## src/rtl/pidc_pkg.sv

```systemverilog
package pidc_pkg;

  localparam int unsigned IN_DATA_W  = 72;  // 67 bits of fields, padded to bytes
  localparam int unsigned OUT_DATA_W = 40;  // 33 bits of fields, padded to bytes
  localparam int unsigned CFG_IDX_W  = 2;
  localparam int unsigned CFG_DATA_W = 16;

  localparam int unsigned POS_W   = 16;
  localparam int unsigned ERR_W   = 17;
  localparam int unsigned GAIN_W  = 16;
  localparam int unsigned LIM_W   = 15;
  localparam int unsigned JIDX_W  = 3;
  localparam int unsigned INTEG_W = 48;
  localparam int unsigned OPER_W  = 25;
  localparam int unsigned PROD_W  = 2 * OPER_W;
  localparam int unsigned ACC_W   = 66;
  localparam int unsigned DRIVE_W = 16;

  // fraction bits dropped between the accumulator and the drive
  localparam int unsigned ACC_FRAC = 29;
  // integral term carries 17 more fraction bits than the P and D terms
  localparam int unsigned PD_SHIFT = 17;
  localparam int unsigned HALF_W   = INTEG_W / 2;

  typedef enum logic [CFG_IDX_W-1:0] {
    REG_P_GAIN = 2'd0,
    REG_I_GAIN = 2'd1,
    REG_D_GAIN = 2'd2,
    REG_DRIVE_LIMIT = 2'd3
  } cfg_reg_t;

  typedef enum logic [2:0] {
    ST_IDLE,
    ST_EDT,
    ST_INTEG,
    ST_PERR,
    ST_DVEL,
    ST_ILO,
    ST_IHI,
    ST_OUT
  } state_t;

endpackage

```

## src/rtl/pidc_mul.sv

```systemverilog
module pidc_mul
  import pidc_pkg::*;
(
  input  logic                     clk,
  input  logic signed [OPER_W-1:0] a,
  input  logic signed [OPER_W-1:0] b,
  output logic signed [PROD_W-1:0] prod
);

  always_ff @(posedge clk) begin
    prod <= a * b;
  end

endmodule

```

## config.mk

```make
export PLATFORM = sky130hd
export DESIGN_NAME = pidc_mul
export DESIGN_NICKNAME = d
export VERILOG_FILES = /design/src/rtl/pidc_pkg.sv /design/src/rtl/pidc_mul.sv
export SDC_FILE = /design/constraint.sdc
export NUM_CORES = 2
export LEC_CHECK = 0
export BUFFER_PORTS_ARGS = -buffer_cell sky130_fd_sc_hd__buf_2
export CORE_AREA = 2 2 249 251
export DETAILED_ROUTE_END_ITERATION = 6
export DIE_AREA = 0 0 251 253
export HOLD_SLACK_MARGIN = 0.05
export MAX_ROUTING_LAYER = met4
export SYNTH_ARGS = -nofsm -noshare
export SYNTH_HDL_FRONTEND = slang
export SYNTH_SLANG_ARGS = --single-unit
```

## constraint.sdc

```tcl
create_clock -name clk -period 12.65 [get_ports clk]
set_input_delay 3.795 -clock clk [delete_from_list [all_inputs] [get_ports clk]]
set_output_delay 3.795 -clock clk [all_outputs]
set_load 0.03 [all_outputs]
```

==> summary.txt <==
Run status
  – Status: completed

Setup path
  – CP endpoint kind: register
  – Cells along the critical path: buf_2 -> nand2_1 -> inv_1 -> fa_1 -> inv_1 -> fa_1 -> inv_1 -> fa_1 -> fa_1 -> fa_1 -> fa_1 -> fa_1 -> ha_1 -> nand4_1 -> a211o_1 -> a21oi_1 -> a21oi_2 -> o41ai_2 -> a41oi_1 -> o21ai_1 -> xor2_1
  – Critical path's slowest cell: fa_1
  – CP arrival: 11.37 ns
  – Slowest stage delay, CP: 0.84 ns
  – CP bufs+invs: 4
  – CP max FO: 25
  – CP Launch Type: input port
  – Critical path required time: 12.94 ns
  – Most used cell, CP: fa_1
  – Kind of cell with the highest combined delay on the critical path: adder cells
  – Setup Crit Path Kind: input port to register

Final layout
  – Ratio of cells with drive above 1 in the final layout: 0.0482
  – Syn-to-layout area delta: 5.52%
  – Commonest non-fill, non-tap cells in the layout: inv_1, fa_1, and2_1
  – Finished Cell Area: 25300 µm²
  – Largest registers: prod (50)
  – Most common cell after layout, fill and taps aside: inv_1
  – Nets: 3422
  – Top reg by flops: prod
  – Number of flip-flops under the largest register name: 50

Floorplan
  – Core box area: 61000 µm²
  – Die area: 63500 µm²
  – Height of the die: 253 µm
  – Initial Utilization: 0.394
  – I/O pin count: 101
  – Die X: 251 µm
  – Rows: 91

Clock tree
  – Cts hold-fix bufs: 0
  – Worst-path clk slew: 0.11 ns
  – H-tree depth: 2
  – CTS tree: done
  – Postcts setup bufs: 0
  – Root Driver: clkbuf_16
  – # resized after CTS: 0
  – Maximum root-to-sink buffer count: 2
  – Clock Sinks: 50
  – Num CTS Buffers: 5

Detailed routing
  – Via count: 16800
  – Total Wirelength: 64.2 mm
  – Drt via density: 4.97
  – 1st-iter DRT viols: 879
  – Drt first pass iters: 5
  – Post-route antenna net violation count: 0
  – Routed wire length per instance: 19.0 µm
  – Remaining DRCs: 0

Timing
  – RSZ-0062 raised after global routing: no
  – Setup TNS: 0 ns
  – Final Critical Period: 11.08 ns
  – Worst Max-Slew Pin Slew: 1.11 ns
  – Fmax: 90.2 MHz
  – Tcrit/Tclk final: 0.876
  – Fin. Hold Viols: 0
  – Hold_ws: 3.98 ns
  – Final slew viol count: 0
  – Final Setup Violations: 0
  – Max-slew headroom: 0.261

Global routing
  – First-pass GRT wire length: 105 mm
  – Initial antenna violation count: 10
  – Global-route usage over all layers: 0.221
  – Vias in the first global route: 19100
  – Total grt overflow: 0
  – Largest net degree at the start of global routing: 27

Synthesis
  – Post-synth ARST share: 0
  – Synth warnings: 0
  – #FFs+latches synth: 50
  – Predominant post-synthesis flop cell: dfxtp_1
  – Syn Nets: 3412
  – Sequential share of the synthesized area: 0.0417
  – Post-synth EDFFs: 0
  – Netlist Area Pre-Place: 24000 µm²
  – Synth unique cells: 48
  – Mean area per synthesized cell: 9.38 µm²
  – Synthesized instance count: 2562

Flow run
  – Maxcap violations: 0

Place
  – Port bufs: 100
  – Post-DP HPWL: 51.7 mm
  – Routability congestion estimate: 0.873
  – Post-Place Cell Area: 25200 µm²

Worst hold path
  – Hold_sp: b[0]
  – Hold EP: prod[0]
  – Hold path depth: 2
  – Hold Path Class: input port to register
-- cell families (layout without fill, tap and decap cells) --
group / count (synthesis) / after routing / synth area share
AOI/OAI and AO/OA: 137 / 137 / 0.0394
adders and majority gates: 799 / 799 / 0.622
xor gates and xnor gates: 58 / 58 / 0.0211
DFF: 50 / 50 / 0.0417
other: 0 / 8 / 0
buffers and inverters: 803 / 814 / 0.125
muxes: 1 / 1 / 0.000469
and+or+nand+nor: 714 / 714 / 0.150
-- final cells by class --
cell class	instances	area [µm²]
clock inverters	2	16.3
diodes	8	20.0
inverters	699	2620
fillers	6104	35700
repair buffers	107	553
multi-input cells	1709	20000
clock buffers	6	139
well taps	790	988
flip-flops and latches	50	1000
-- per-layer routing --
metal | routed length [µm] | part of all wire | vias up | GRT usage
met3 | 3190 | 0.050 | 117 | 0.0302
met1 | 26200 | 0.41 | 8862 | 0.270
li1 | - | - | 7296 | -
met2 | 32400 | 0.51 | 489 | 0.379
met5 | 0 | 0 | - | -
met4 | 2290 | 0.036 | 0 | 0.0733
-- synth_stat cells (8+ instances only) --
cell | count | area share
nand2b_1 | 11 | 0.0029
ha_1 | 141 | 0.073
a21oi_1 | 43 | 0.0090
xnor2_1 | 39 | 0.014
fa_1 | 658 | 0.55
nor2_1 | 30 | 0.0047
clkbuf_1 | 104 | 0.016
inv_1 | 699 | 0.11
nor2b_1 | 21 | 0.0055
nand4_1 | 8 | 0.0021
a21o_1 | 22 | 0.0069
o21ai_0 | 19 | 0.0040
and2_1 | 320 | 0.083
nand2_1 | 308 | 0.048
xor2_1 | 19 | 0.0069
dfxtp_1 | 50 | 0.042
-- worst max path at each step --
stage	from	endpoint	slack, ns	cells after the start
after CTS	b[1]	prod[48]	1.61	21
final	b[1]	prod[48]	1.57	21
after global routing	b[1]	prod[48]	1.30	21
after floorplan	a[24]	prod[47]	2.24	24
after detailed placement	b[1]	prod[48]	1.25	21
after global placement	b[1]	prod[49]	1.34	19
-- through the flow --
step	setup WS [ns]	cells	util
2_1_floorplan	2.24	2562	-
3_3_place_gp	1.34	3355	0.412
3_5_place_dp	1.25	3355	0.412
4_1_cts	1.61	3363	0.415
5_1_grt	1.30	3371	0.415
6_report	1.57	3371	0.415
Power is not shown: default switching activity piles up to over one toggle a cycle in this logic, so the estimate is an artifact.
