[src/rtl/pidc_pkg.sv]
package pidc_pkg;

  localparam int unsigned IN_DATA_W  = 72;  // 67 bits of fields, padded to bytes
  localparam int unsigned OUT_DATA_W = 40;  // 33 bits of fields, padded to bytes
  localparam int unsigned CFG_IDX_W  = 2;
  localparam int unsigned CFG_DATA_W = 16;

  localparam int unsigned POS_W   = 16;
  localparam int unsigned ERR_W   = 17;
  localparam int unsigned GAIN_W  = 16;
  localparam int unsigned LIM_W   = 15;
  localparam int unsigned JIDX_W  = 3;
  localparam int unsigned INTEG_W = 48;
  localparam int unsigned OPER_W  = 25;
  localparam int unsigned PROD_W  = 2 * OPER_W;
  localparam int unsigned ACC_W   = 66;
  localparam int unsigned DRIVE_W = 16;

  // fraction bits dropped between the accumulator and the drive
  localparam int unsigned ACC_FRAC = 29;
  // integral term carries 17 more fraction bits than the P and D terms
  localparam int unsigned PD_SHIFT = 17;
  localparam int unsigned HALF_W   = INTEG_W / 2;

  typedef enum logic [CFG_IDX_W-1:0] {
    REG_P_GAIN = 2'd0,
    REG_I_GAIN = 2'd1,
    REG_D_GAIN = 2'd2,
    REG_DRIVE_LIMIT = 2'd3
  } cfg_reg_t;

  typedef enum logic [2:0] {
    ST_IDLE,
    ST_EDT,
    ST_INTEG,
    ST_PERR,
    ST_DVEL,
    ST_ILO,
    ST_IHI,
    ST_OUT
  } state_t;

endpackage

[src/rtl/pidc_integ_store.sv]
module pidc_integ_store
  import pidc_pkg::*;
#(
  parameter int unsigned JOINTS = 8
) (
  input  logic                      clk,
  input  logic                      rst,
  input  logic                      rd_en,
  input  logic [$clog2(JOINTS > 1 ? JOINTS : 2)-1:0] rd_addr,
  output logic signed [INTEG_W-1:0] rd_data,
  input  logic                      wr_en,
  input  logic [$clog2(JOINTS > 1 ? JOINTS : 2)-1:0] wr_addr,
  input  logic signed [INTEG_W-1:0] wr_data
);

  logic signed [INTEG_W-1:0] mem [JOINTS];
  logic [JOINTS-1:0]         valid;
  logic signed [INTEG_W-1:0] rd_mem;
  logic                      rd_valid;

  always_ff @(posedge clk) begin
    if (wr_en) begin
      mem[wr_addr] <= wr_data;
    end
    if (rd_en) begin
      rd_mem <= mem[rd_addr];
    end
  end

  // entries never written since reset read as zero
  always_ff @(posedge clk) begin
    if (rst) begin
      valid    <= '0;
      rd_valid <= 1'b0;
    end else begin
      if (wr_en) begin
        valid[wr_addr] <= 1'b1;
      end
      if (rd_en) begin
        rd_valid <= valid[rd_addr];
      end
    end
  end

  assign rd_data = rd_valid ? rd_mem : '0;

endmodule

[config.mk]
export PLATFORM = sky130hd
export DESIGN_NAME = pidc_integ_store
export DESIGN_NICKNAME = d
export VERILOG_FILES = /design/src/rtl/pidc_pkg.sv /design/src/rtl/pidc_integ_store.sv
export SDC_FILE = /design/constraint.sdc
export NUM_CORES = 1
export LEC_CHECK = 0
export BUFFER_PORTS_ARGS = -buffer_cell sky130_fd_sc_hd__buf_4
export CORE_ASPECT_RATIO = 1.1
export CORE_MARGIN = 2
export CORE_UTILIZATION = 60
export DETAILED_ROUTE_END_ITERATION = 6
export PLACE_DENSITY = 0.79
export RECOVER_POWER = 25
export SLEW_MARGIN = 30
export SYNTH_ARGS = -nofsm -noshare
export SYNTH_HDL_FRONTEND = slang
export SYNTH_SLANG_ARGS = --single-unit
[constraint.sdc]
create_clock -name clk -period 7.29 [get_ports clk]
set_clock_uncertainty 0.2 [all_clocks]
set_input_delay 0.3645 -clock clk [delete_from_list [all_inputs] [get_ports clk]]
set_output_delay 0.3645 -clock clk [all_outputs]
set_load 0.005 [all_outputs]
==> results.txt, run 1 <==
termination of the worst setup path - rd_mem[46]
initial antenna violation count - 0
synthesized flop and latch total - 441
# diodes - 0
asr flop ratio synth - 0%
share of power burned in registers - 55.7%
yosys warns - 0
cell area power density - 270 mW/mm^2
Unique masters post-synth - 20
H-tree levels - 2
CP startpoint - rd_addr[0]
status - finished, final reports clean
Seq/Total Area, Yosys - 79.4%
Slew Viols, Final - 0
main flop type after synthesis - edfxtp_1
filler instances - 1549
GRT Total Usage - 23.2%
CP max FO - 56
vias in the first global route - 8147
GRT overflow - 0
Yosys top cell area share - 78.3%
Initial Util - 61.3%
top cell type by total area after synthesis - edfxtp_1
Clock power frac - 38.9%
Logic pwr share - 5.5%
RSZ-0062 raised after global routing - no
hold crit path type - reg -> reg
VDD IR-drop max - 0.212 mV
Layout area overhead - 17.5%
drt wl/cell - 25.5 um
worst r2r path cells - 2
Tmin final - 2440 ps
# Post-CTS Setup Buffers - 0
DR DRC count - 0
DIE WIDTH - 162 um
final wirelength - 32100 um
Relative slew margins - 39.5%
DR vias/cell - 6.03
Fin Setup TNS - 0 ps
Syn Area/Cell - 23.8 sq um
Routed Antenna Nets - 0
CTS tree - done
DP HPWL - 15600 um
Via Count - 7588
leakage - 6.39 nW
fraction of layout cells with a size suffix above 1 - 33.3%
die area - 0.0289 sq mm
Hold-fix buffers, CTS - 49
DRT iter0 DRCs - 559
largest net degree at the start of global routing - 70
Critical Path AT - 2510 ps
1st-pass router iterations - 5
Root Driver - clkbuf_16
io pins - 106
CORE AREA - 0.0270 sq mm
Max clock buf depth - 3
clk sinks - 441
post-CTS sizing - 0
CTS Buf Count - 42
PortBufs - 105
Final Wtd Congestion - 0.691
cell with the most instances after synthesis - edfxtp_1
Setup-failing EPs final - 0
Post-synth EDFFs - 432
R2R Setup Slk - 5620 ps
clock slew at reported path FFs - 60 ps
crit share post-route - 33.5%
Worst EP required - 7360 ps
Slew @ Worst Pin - 907 ps
Nets - 929
Netlist Area Pre-Place - 0.0166 sq mm
Die Y - 178 um
Max-Cap Viols - 0
CP Launch Type - primary input
# rows - 63
overall power - 0.00525 W
post-synthesis cell count - 696
r2r endpoint - rd_mem[21]
Hold Fails Final Rpt - 0
Fmax achieved - 0.410 GHz
syn_nets - 754
Synth top cells by count - edfxtp_1, mux4_2, and2_1, mux2_2, clkbuf_1
net switching power - 0.00103 W
type of the worst setup path - in -> reg
switch share - 19.6%
Area contributors post-synth - edfxtp_1, mux4_2, mux2_2
Pint - 0.00422 W
r2r startpoint - mem[6][21]
first-pass GRT wire length - 48500 um
element type at the critical path end - flop
Clk Latency, worst-skew pair - 530 ps
-- layout make-up --
cell class	instances	area [sq um]	share of cell area (%)
Clock inverter	15	100	0.514
Timing Repair Buffer	164	1270	6.55
Clock buffer	59	1200	6.16
Tap cell	357	447	2.30
Multi-Input combinational cell	222	3280	16.9
Sequential cell	441	13200	67.6
-- state kept, by name, summed over array words and instances (netlist names) --
register  count
mem         384
rd_mem       48
rd_valid      1
valid         8
-- placed cells by master (no fill, tap or decap), types with 4 or more instances in the layout --
cell           instances
mux4_2                97
edfxtp_1             432
nor2_1                11
clkbuf_1              43
clkbuf_16             45
mux2_2                48
dfxtp_1                8
dlygate4sd3_1         49
and2_1                48
clkinv_2               8
buf_4                 79
mux2i_1                4
clkinv_1               4
-- how the worst min path moves through the flow --
stage	start	end	slack, ps	cells after the start
floorplan	valid[0]	valid[0]	240	2
global placement	valid[0]	valid[0]	250	2
detailed placement	valid[1]	valid[1]	280	2
CTS	valid[7]	valid[7]	290	1
global route	valid[7]	valid[7]	310	1
finish	valid[6]	valid[6]	290	2
-- critical path: stages --
cell and delay, ps:
buf_6 480, buf_6 690, mux4_2 610, mux2_2 280
-- power by group through the flow --
stage               clock network, W  logic [W]  registers (W)
floorplan                          0   0.000163        0.00296
global placement                   0   0.000259        0.00296
detailed placement                 0   0.000272        0.00297
CTS                          0.00207   0.000298        0.00292
global route                 0.00217   0.000308        0.00293
finish                       0.00204   0.000286        0.00292
-- cell families (layout without fill, tap and decap cells) --
kind of cell / count (synthesis) / count (layout) / share of synthesized area, %
AOI/OAI and AO/OA: 4 / 4 / 0.257
buffers and inverters: 33 / 238 / 1.13
DFF: 441 / 441 / 79.4
muxes: 149 / 149 / 16.7
and+or+nand+nor: 69 / 69 / 2.50
-- routing by layer --
layer | GRT usage, % | vias up | wire length [um]
met5 | 0 | - | 0
met4 | 7.93 | 0 | 838
met3 | 3.58 | 58 | 1560
met2 | 40.7 | 250 | 17300
met1 | 30.2 | 4022 | 12500
li1 | - | 3258 | -
-- per-stage QoR --
stage / hold slack, ps / utilization, % / cell area [sq um] / worst slack (ps) / cells
after floorplan: 240 / - / 16600 / 987 / 696
after global placement: 247 / 65.6 / 17700 / 4050 / 1133
after detailed placement: 276 / 65.8 / 17800 / 4240 / 1135
after CTS: 290 / 72.4 / 19600 / 4670 / 1258
after global routing: 309 / 72.0 / 19500 / 4660 / 1258
final: 289 / 72.0 / 19500 / 4850 / 1258
Power figures use the tool's default switching activity.
==> run 2: changes to the inputs <==
Clock period 7.29 ns to 2.5 ns, I/O delays scaled along.
==> results.txt, run 2 (synthesized netlist as in run 1, its figures left out) <==
status - finished, final reports clean (unchanged)
Final Wtd Congestion - 0.696 (was 0.691)
CP Launch Type - flop (was primary input)
Pint - 0.0122 W (was 0.00422 W)
Finished Layout Cells - 1273 (was 1258)
io pins - 106 (unchanged)
final worst slack - 427 ps (was 4850 ps)
# Post-CTS Setup Buffers - 0 (unchanged)
die area - 0.0289 sq mm (unchanged)
CP max FO - 32 (was 56)
Initial Util - 61.3% (unchanged)
Logic pwr share - 5.8% (was 5.5%)
switch share - 19.9% (was 19.6%)
CTS Buf Count - 42 (unchanged)
type of the worst setup path - reg -> out (was in -> reg)
Via Count - 7729 (was 7588)
# rows - 63 (unchanged)
PortBufs - 105 (unchanged)
Worst EP required - 2170 ps (was 7360 ps)
H-tree levels - 2 (unchanged)
DIE WIDTH - 162 um (unchanged)
Layout area overhead - 19.1% (was 17.5%)
Hold Fails Final Rpt - 0 (unchanged)
cell area power density - 774 mW/mm^2 (was 270 mW/mm^2)
leakage - 6.50 nW (was 6.39 nW)
crit share post-route - 82.9%
Slew @ Worst Pin - 891 ps (was 907 ps)
overall power - 0.0153 W (was 0.00525 W)
Tmin final - 2070 ps
worst r2r path cells - 2 (unchanged)
VDD IR-drop max - 0.724 mV (was 0.212 mV)
most common cell after layout, fill and taps aside - edfxtp_1 (unchanged)
drt wl/cell - 25.9 um (was 25.5 um)
GRT Total Usage - 23.6% (was 23.2%)
filler instances - 1498 (was 1549)
DRT iter0 DRCs - 573 (was 559)
Max-Cap Viols - 0 (unchanged)
r2r endpoint - rd_mem[15] (was rd_mem[21])
CTS tree - done (unchanged)
Root Driver - clkbuf_16 (unchanged)
Relative slew margins - 40.6% (was 39.5%)
DR DRC count - 0 (unchanged)
Fmax achieved - 0.482 GHz
fraction of layout cells with a size suffix above 1 - 33.4% (was 33.3%)
Slew Viols, Final - 0 (unchanged)
Nets - 941 (was 929)
r2r startpoint - mem[4][15] (was mem[6][21])
pre-CTS WS - 553 ps (was 4240 ps)
Fin Setup TNS - 0 ps (unchanged)
RSZ-0062 raised after global routing - no (unchanged)
Routed Antenna Nets - 0 (unchanged)
CP startpoint - rd_valid (was rd_addr[0])
first-pass GRT wire length - 49400 um (was 48500 um)
vias in the first global route - 8300 (was 8147)
Critical Path AT - 1750 ps (was 2510 ps)
max reg flops - 384 (unchanged)
element type at the critical path end - primary output (was flop)
top flop regs - mem x384, rd_mem x48, valid x8 (unchanged)
Inst Count DP - 1145 (was 1135)
final wirelength - 32900 um (was 32100 um)
most frequent cells in the layout - edfxtp_1, mux4_2, buf_4 (unchanged)
R2R Setup Slk - 810 ps (was 5620 ps)
1st-pass router iterations - 5 (unchanged)
clock slew at reported path FFs - 60 ps (about the same)
CORE AREA - 0.0270 sq mm (unchanged)
share of power burned in registers - 55.7% (about the same)
Setup-failing EPs final - 0 (unchanged)
post-CTS sizing - 0 (unchanged)
DR vias/cell - 6.07 (was 6.03)
termination of the worst setup path - rd_data[10] (was rd_mem[46])
Clock power frac - 38.4% (was 38.9%)
Max clock buf depth - 3 (unchanged)
initial antenna violation count - 1 (was 0)
Die Y - 178 um (unchanged)
DP HPWL - 16100 um (was 15600 um)
Clk Latency, worst-skew pair - 540 ps (was 530 ps)
hold crit path type - in -> reg (was reg -> reg)
GRT overflow - 0 (unchanged)
clk sinks - 441 (unchanged)
Reg with most FFs - mem (unchanged)
net switching power - 0.00304 W (was 0.00103 W)
largest net degree at the start of global routing - 51 (was 70)
## run 2: stage by stage
stage	cell area [sq um]	utilization (%)	hold WS, ps
3_5_place_dp	18100	66.8	156
2_1_floorplan	16600	-	17.4
6_report	19700	72.9	17.0
5_1_grt	19700	72.9	20.8
3_3_place_gp	18100	66.8	144
4_1_cts	19800	73.4	2.87
## run 2: worst min path at each step
stage | cells after the start | slack (ps) | start | endpoint
floorplan | 1 | 20 | rd_en | rd_valid
global placement | 2 | 140 | rst | rd_valid
detailed placement | 1 | 160 | wr_data[20] | mem[1][20]
CTS | 3 | 3 | wr_addr[2] | mem[0][4]
global route | 3 | 20 | wr_addr[2] | mem[0][4]
finish | 3 | 20 | wr_addr[2] | mem[0][4]
## run 2: worst max-delay path: stages, from the launching register on
cell	delay (ps)
dfxtp_2	580
buf_12	260
and2_1	230
buf_4	130
## run 2: layout make-up
type	count	area [sq um]	share of cell area (%)
repair buffers	176	1550	7.84
flip-flops and latches	441	13200	66.7
clock inverters	19	111	0.565
well taps	357	447	2.27
multi-input cells	222	3300	16.7
clock buffers	57	1160	5.88
diodes	1	2.50	0.0127
## run 2: power by group through the flow
stage                     Combinational, W  Sequential [W]  Clock, W
after floorplan                   0.000481         0.00862         0
after global placement            0.000811         0.00863         0
after detailed placement          0.000844         0.00866         0
after CTS                         0.000923         0.00851   0.00594
after global routing              0.000954         0.00852   0.00623
final                             0.000891         0.00851   0.00586
## run 2: what timing repair did
item / CTS / global route
hold endpoints to repair: 404 / 0
hold buffers: 51 / 0
endpoints found under the setup margin: 0 / 0
## run 2: layer usage
layer	GRT usage [%]	vias up	wire length, um
li1	-	3288	-
met3	3.60	68	1930
met4	7.85	0	825
met1	30.1	4055	12400
met2	42.3	318	17700
met5	0	-	0
